[config.mk]
export PLATFORM = sky130hd
export DESIGN_NAME = hgsg_ctrl
export DESIGN_NICKNAME = d
export VERILOG_FILES = /design/src/hgsg_pkg.sv /design/src/hgsg_ctrl.sv
export SDC_FILE = /design/constraint.sdc
export NUM_CORES = 1
export LEC_CHECK = 0
export ABC_AREA = 1
export BUFFER_PORTS_ARGS = -buffer_cell sky130_fd_sc_hd__buf_2
export CORE_MARGIN = 2
export CORE_UTILIZATION = 50
export DETAILED_ROUTE_END_ITERATION = 8
export PLACE_DENSITY_LB_ADDON = 0.25
export SLEW_MARGIN = 15
export SYNTH_ARGS = -nofsm -noshare
export SYNTH_HDL_FRONTEND = slang
export SYNTH_SLANG_ARGS = --single-unit
[constraint.sdc]
create_clock -name clock -period 3.2 [get_ports clock]
set_clock_uncertainty 0.05 [all_clocks]
set_input_delay 0.16 -clock clock [delete_from_list [all_inputs] [get_ports clock]]
set_output_delay 0.16 -clock clock [all_outputs]
set_load 0.05 [all_outputs]
[src/hgsg_pkg.sv]
`timescale 1ns / 1ps
// ----------------------------------------------------------------------------
// hgsg_pkg
// Shared types, constants and saturation helpers of the helix setpoint block.
// ----------------------------------------------------------------------------
package hgsg_pkg;

   localparam int TICK_RATE_HZ = 4;
   localparam int COORD_BITS   = 32;
   localparam int TICK_BITS    = $clog2(TICK_RATE_HZ + 1);
   localparam int DEN_W        = 33 + TICK_BITS;
   localparam int ROOT_STEPS   = 32;
   localparam int DIV_STEPS    = 64;

   typedef logic signed [63:0]           wide_type;
   typedef logic signed [COORD_BITS-1:0] coord_type;

   localparam wide_type TOL_RAW        = 64'sd655360;
   localparam wide_type MIN_RADIUS_RAW = 64'sd3276800;
   localparam wide_type ONE_RAW        = 64'sd65536;
   localparam wide_type TENTH_RAW      = 64'sd6553;
   localparam wide_type MILLI_RAW      = 64'sd65;
   localparam wide_type S32_MAX        = 64'sd2147483647;
   localparam wide_type S32_MIN        = -64'sd2147483648;
   localparam wide_type COORD_MAX      = wide_type'((64'd1 << (COORD_BITS - 1)) - 64'd1);
   localparam wide_type COORD_MIN      = -COORD_MAX - 64'sd1;

   localparam logic [1:0] PH_START  = 2'd0;
   localparam logic [1:0] PH_CIRCLE = 2'd1;
   localparam logic [1:0] PH_FAIL   = 2'd2;

   localparam logic [2:0] OP_TICK   = 3'd0;
   localparam logic [2:0] OP_SETUP  = 3'd1;
   localparam logic [2:0] OP_CENTRE = 3'd2;
   localparam logic [2:0] OP_HSPEED = 3'd3;
   localparam logic [2:0] OP_VSPEED = 3'd4;

   localparam logic [2:0] REG_START_ALT = 3'd0;
   localparam logic [2:0] REG_STOP_ALT  = 3'd1;
   localparam logic [2:0] REG_START_RAD = 3'd2;
   localparam logic [2:0] REG_STOP_RAD  = 3'd3;
   localparam logic [2:0] REG_VEL_EAST  = 3'd4;
   localparam logic [2:0] REG_VEL_NORTH = 3'd5;
   localparam logic [2:0] REG_VEL_UP    = 3'd6;

   typedef struct packed {
      logic [2:0]         opcode;
      logic signed [31:0] pos_east;
      logic signed [31:0] pos_north;
      logic signed [31:0] pos_altitude;
      logic signed [31:0] new_center_east;
      logic signed [31:0] new_center_north;
      logic signed [31:0] new_speed_east;
      logic signed [31:0] new_speed_north;
      logic signed [31:0] new_speed_up;
   } req_type;

   typedef struct packed {
      logic               active;
      logic               failed;
      logic signed [31:0] circle_east;
      logic signed [31:0] circle_north;
      logic signed [31:0] circle_radius;
      logic signed [31:0] target_altitude;
      logic signed [31:0] climb_rate;
   } rsp_type;

   typedef struct packed {
      logic [2:0]  index;
      logic [31:0] data;
   } csr_type;

   typedef struct packed {
      logic latch;
      logic diff;
      logic sqx;
      logic sqy;
      logic sum;
      logic root;
      logic eval;
      logic mulr;
      logic dinit;
      logic dstep;
      logic dfin;
      logic emit;
   } cmd_type;

   typedef struct packed {
      logic tick;
      logic setup_div;
   } stat_type;

   function automatic wide_type mag(input wide_type v);
      return (v < 0) ? -v : v;
   endfunction

   function automatic logic signed [31:0] sat32(input wide_type v);
      logic signed [31:0] r;
      if (v > S32_MAX) r = S32_MAX[31:0];
      else if (v < S32_MIN) r = S32_MIN[31:0];
      else r = v[31:0];
      return r;
   endfunction

   function automatic coord_type satc(input wide_type v);
      coord_type r;
      if (v > COORD_MAX) r = COORD_MAX[COORD_BITS-1:0];
      else if (v < COORD_MIN) r = COORD_MIN[COORD_BITS-1:0];
      else r = v[COORD_BITS-1:0];
      return r;
   endfunction

endpackage

[src/hgsg_ctrl.sv]
`timescale 1ns / 1ps
// ----------------------------------------------------------------------------
// hgsg_ctrl
// Sequencer: accepts a request, steps the datapath through distance, square
// root for ticks, evaluation and optional division, then hands the result out.
// ----------------------------------------------------------------------------
module hgsg_ctrl (
   input  logic               clock,
   input  logic               reset,
   input  logic               req_valid,
   output logic               req_ready,
   output logic               rsp_valid,
   input  logic               rsp_ready,
   output hgsg_pkg::cmd_type  cmd,
   input  hgsg_pkg::stat_type stat
);

   localparam logic [3:0] S_IDLE  = 4'd0;
   localparam logic [3:0] S_DIFF  = 4'd1;
   localparam logic [3:0] S_SQX   = 4'd2;
   localparam logic [3:0] S_SQY   = 4'd3;
   localparam logic [3:0] S_SUM   = 4'd4;
   localparam logic [3:0] S_ROOT  = 4'd5;
   localparam logic [3:0] S_EVAL  = 4'd6;
   localparam logic [3:0] S_MULR  = 4'd7;
   localparam logic [3:0] S_DINIT = 4'd8;
   localparam logic [3:0] S_DIV   = 4'd9;
   localparam logic [3:0] S_DFIN  = 4'd10;
   localparam logic [3:0] S_EMIT  = 4'd11;

   logic [3:0] state_ff, state_in;
   logic [5:0] cnt_ff, cnt_in;
   logic       rsp_valid_ff, rsp_valid_in;

   assign req_ready = (state_ff == S_IDLE);
   assign rsp_valid = rsp_valid_ff;

   always_comb begin
      state_in     = state_ff;
      cnt_in       = cnt_ff;
      rsp_valid_in = rsp_valid_ff && !rsp_ready;
      cmd          = '0;
      unique case (state_ff)
         S_IDLE: begin
            if (req_valid) begin
               cmd.latch = 1'b1;
               state_in  = S_DIFF;
            end
         end
         S_DIFF: begin
            cmd.diff = 1'b1;
            state_in = stat.tick ? S_SQX : S_EVAL;
         end
         S_SQX: begin
            cmd.sqx  = 1'b1;
            state_in = S_SQY;
         end
         S_SQY: begin
            cmd.sqy  = 1'b1;
            state_in = S_SUM;
         end
         S_SUM: begin
            cmd.sum  = 1'b1;
            cnt_in   = '0;
            state_in = S_ROOT;
         end
         S_ROOT: begin
            cmd.root = 1'b1;
            cnt_in   = cnt_ff + 6'd1;
            if (cnt_ff == 6'(hgsg_pkg::ROOT_STEPS - 1)) state_in = S_EVAL;
         end
         S_EVAL: begin
            cmd.eval = 1'b1;
            state_in = stat.setup_div ? S_MULR : S_EMIT;
         end
         S_MULR: begin
            cmd.mulr = 1'b1;
            state_in = S_DINIT;
         end
         S_DINIT: begin
            cmd.dinit = 1'b1;
            cnt_in    = '0;
            state_in  = S_DIV;
         end
         S_DIV: begin
            cmd.dstep = 1'b1;
            cnt_in    = cnt_ff + 6'd1;
            if (cnt_ff == 6'(hgsg_pkg::DIV_STEPS - 1)) state_in = S_DFIN;
         end
         S_DFIN: begin
            cmd.dfin = 1'b1;
            state_in = S_EMIT;
         end
         S_EMIT: begin
            if (!rsp_valid_ff || rsp_ready) begin
               cmd.emit     = 1'b1;
               rsp_valid_in = 1'b1;
               state_in     = S_IDLE;
            end
         end
         default: state_in = S_IDLE;
      endcase
   end

   always_ff @(posedge clock) begin
      if (reset) begin
         state_ff     <= S_IDLE;
         cnt_ff       <= '0;
         rsp_valid_ff <= 1'b0;
      end else begin
         state_ff     <= state_in;
         cnt_ff       <= cnt_in;
         rsp_valid_ff <= rsp_valid_in;
      end
   end

endmodule

# After elaboration in Yosys (flattened, before gate mapping)
# Cells that the tools add are included.
word_totals:
  word_cells: 54
  regBits: 11
classes:
  eq_ne: 17
  add_sub_neg: 1
  n_reduce_logical: 9
  mux: 24
ops:
  columns: ["op", "n"]
  rows:
  - ["4-bit one-hot mux with 12 select lines", 1]
  - ["4-bit two-way mux", 5]
  - ["4-bit by 3-bit equality test with 1-bit output (second input constant)", 4]
  - ["4-bit equality test (second input constant)", 4]
  - ["1-bit two-way mux", 16]
  - ["6-bit one-hot mux with 2 select lines", 1]
  - ["4-bit by 2-bit equality test with 1-bit output (second input constant)", 2]
  - ["2-bit != test (second input constant)", 4]
  - ["6-bit by 1-bit adder with 6-bit output (second input constant)", 1]
  - ["6-bit by 5-bit equality test with 1-bit output (second input constant)", 1]
  - ["6-bit equality test (second input constant)", 1]
  - ["4-bit by 1-bit equality test with 1-bit output (second input constant)", 1]
  - ["4-bit zero test", 1]
  - ["4-bit AND reduction", 1]
  - ["2-bit OR reduction", 2]
  - ["3-bit two-way mux", 1]
  - ["1-bit zero test", 2]
  - ["2-bit nonzero test", 1]
  - ["1-bit logical AND", 1]
  - ["1-bit logical OR", 1]

# Logic depth before layout (Yosys ltp)
logic_depth:
  depth_word: 4
  depth_mapped: 8

# Worst setup path after synthesis
# No wires, ideal clock.
synth_timing:
  path_type: "reg-to-reg"
  startpoint: "register state_ff[2]"
  endpoint: "register state_ff[3]"
  period_less_slack_ns: 1.699
  stages_incl_launch_ff: 7
  arrival_ns: 1.585
  t_required_ns: 3.085
  n_path_buf: 0
  setup_ns: 0.065
  setup_slack_ns: 1.501
  cell_sequence: "dfxtp_1 nand2_1 nor2_1 nand2_1 nand2_1 a21oi_1 nor2_1"
synth_via:
  elab_chain_len: 3
  word_cells_on_any_way: 18
  cone_classes: "15 x eq/ne; 1 x mux; 2 x reduce/logical"
synth_lines:
  columns: ["item", "line_no", "rtl"]
  rows:
  - ["start: declaration", "hgsg_ctrl.sv:31", "logic [3:0] state_ff, state_in;"]
  - ["start signal: assignment", "hgsg_ctrl.sv:111", "state_ff <= state_in;"]
  - ["4-bit equality test, or another cell as far along", "hgsg_ctrl.sv:43", "unique case (state_ff)"]
  - ["2-bit != test (no source line)", null, null]
  - ["4-bit AND reduction (no source line)", null, null]
# Several ways; a longest one is shown, not always the timed one.
# A chain may end at the register's enable or synchronous reset.

==> metrics.txt <==
status=finished clean; top_reg_cell synth=dfxtp_1; WP data arrival=1.45 ns; Worst-Skew Late Latency=0.27 ns; setup TNS=0 ns; total CTS buffers=3; Post-synth top cells=nand2_1, nor2_1, inv_1; dpl ws=1.79 ns; Yosys warnings=0; Final setup viols=0; critical path type=reg -> out; # DRC=0; pwr dens=786 nW/um^2; total power=0.650 mW; RePlAce Congestion=0.825; clock slew seen by the registers of the worst setup and hold paths=0.07 ns; EDFF count, synth=0; Fmax=603 MHz; asr flop ratio synth=0%; most numerous cell in the Yosys netlist=nand2_1; Routed WL=1530 um; Final HPWL DP=1200 um; Die Ht=41.2 um; Netlist cell types=18; Core Rows=13; Hold Vio Cnt, Final=0; Syn Std Cell Area=691 um^2; number of port buffers=19; GRT Util Overall=21.6%; grt ovf=0; PnR worst setup slack=1.54 ns; first-iteration detailed-routing DRC count=15; clk buf depth=2; CTS Sinks=11; postcts setup bufs=0; pin count of the biggest net entering global routing=9; CP Data Required Time=2.99 ns; fin crit share=51.8%; core area=1300 um^2; Worst path max stage delay=0.42 ns; Sw Share=55.0%; largest cells by area after synthesis=dfxtp_1, nand2_1, nor2_1; Antenna diodes=0; CTS tree=done; post-synthesis sequential area ratio=31.9%; worst-margin pin slew=0.467 ns; Clk pwr share=15.0%; CP cell instances=inv_1 > nor2_4 > nand2_1 > a21oi_1 > buf_2; Worst VDD drop=499 uV; Final Max Slew Viols=0; antenna viol nets, final=0; vias per cell=4.94; Yosys top cell by area=dfxtp_1; worst min path class=in -> reg; Combinational Power Share=56.4%; Crit. End Element=output pin; post-CTS sizing=0; Die X-Extent=41.2 um; NetSw=0.357 mW; CP Launch Type=register; Synth Register Bits=11; mean area per synthesized cell=5.76 um^2; placed instance area=801 um^2; initial core utilization=53.1%; cell-internal power=0.292 mW; die footprint=1690 um^2; max_slew headroom=68.8%; level count of the clock H-tree=1; first-pass GRT wire length=2410 um; io pins=20; root buf cell=clkbuf_4; final worst path period need=1.66 ns; Static Leak=0.473 nW; vias in the first global route=593; critical path fanouts, max=5; nets@finish=150; Finished Cell Area=827 um^2; top cell type's share of synthesized area=31.9%; antenna violations before repair=0; max_cap viols=0; dpl cells=153; first-pass iteration count of the detailed router=4; Syn Inst Count=120; Cell Count, Final, Fillers Out=157; Wirelength per Cell=9.74 um; critical path's slowest cell=dfxtp_1; part of the power in registers=28.6%; Vias=776; # hold bufs at CTS=0; share of layout cells above drive strength 1=19.0%; Area Growth Syn to Fin=19.7%; RSZ-0062 raised after global routing=no; net count after synthesis=127
-- path summary, 6_finish.rpt --
| check | end | slack [ns] | cells past startpoint | start |
|---|---|---|---|---|
| worst max-delay path | cmd[0] | 1.54 | 5 | state_ff[3] |
| worst min-delay path | state_ff[0] | 0.10 | 3 | req_valid |
| worst max register to register | state_ff[0] | 1.77 | 8 | cnt_ff[1] |
| worst min register to register | cnt_ff[0] | 0.44 | 2 | cnt_ff[0] |
-- worst max-delay path, delay by kind of cell, from the launching register on --
family,cells,cell delay [ns]
AOI/OAI and AO/OA,1,0.12
buffers and inverters,2,0.38
DFF,1,0.42
and+or+nand+nor,2,0.26
-- registers in the layout (all words and copies together) (netlist names) --
register	count
state_ff	4
rsp_valid	1
cnt_ff	6
-- layer usage --
layer / vias up / share of wire [%] / global-route usage [%] / wire [um]
met5: - / 0 / 0 / 0
met4: 0 / 0.52 / 7.26 / 8
met3: 2 / 7.5 / 3.26 / 114
met2: 31 / 44 / 33.6 / 677
met1: 330 / 48 / 30.1 / 729
li1: 413 / - / - / -
-- power by group through the flow --
stage | logic (mW) | clock network, mW | registers, mW
CTS | 0.365 | 0.0961 | 0.186
global route | 0.402 | 0.0982 | 0.190
finish | 0.367 | 0.0972 | 0.186
detailed placement | 0.364 | 0 | 0.189
global placement | 0.362 | 0 | 0.188
floorplan | 0.297 | 0 | 0.182
-- metrics by stage --
step | utilization, % | hold WS [ns]
2_1_floorplan | - | 0.256
4_1_cts | 63.6 | 0.113
3_5_place_dp | 61.5 | 0.387
6_report | 63.6 | 0.102
5_1_grt | 63.6 | 0.137
3_3_place_gp | 61.5 | 0.371
-- area by class of cell --
type	instances	area [um^2]
Sequential cell	11	220
Tap cell	15	18.8
Clock buffer	4	26.3
Multi-Input combinational cell	87	388
Inverter	21	78.8
Fill cell	136	474
Timing Repair Buffer	19	95.1
-- placed cells by master (no fill, tap or decap), drive strengths merged --
| cell type | netlist | layout |
|---|---|---|
| inv | 21 | 21 |
| o21bai | 1 | 1 |
| dfxtp | 11 | 11 |
| nand4 | 1 | 1 |
| xor2 | 1 | 1 |
| ha | 1 | 1 |
| o21ai | 3 | 3 |
| buf | 0 | 19 |
| a21oi | 11 | 11 |
| nand3 | 6 | 6 |
| nor3 | 1 | 1 |
| clkbuf | 1 | 4 |
| nand2 | 35 | 35 |
| nor2 | 27 | 27 |
-- logic make-up (layout without fill, tap and decap cells) --
| kind of cell | count (synthesis) | after routing | share of synthesized area, % |
|---|---|---|---|
| buf+inv | 22 | 44 | 12.0 |
| simple gates | 70 | 70 | 41.8 |
| xor+xnor | 1 | 1 | 1.27 |
| flops | 11 | 11 | 31.9 |
| compound gates | 15 | 15 | 11.2 |
| fa+ha+maj | 1 | 1 | 1.81 |
Note: power is estimated with default switching activity, not from simulation.
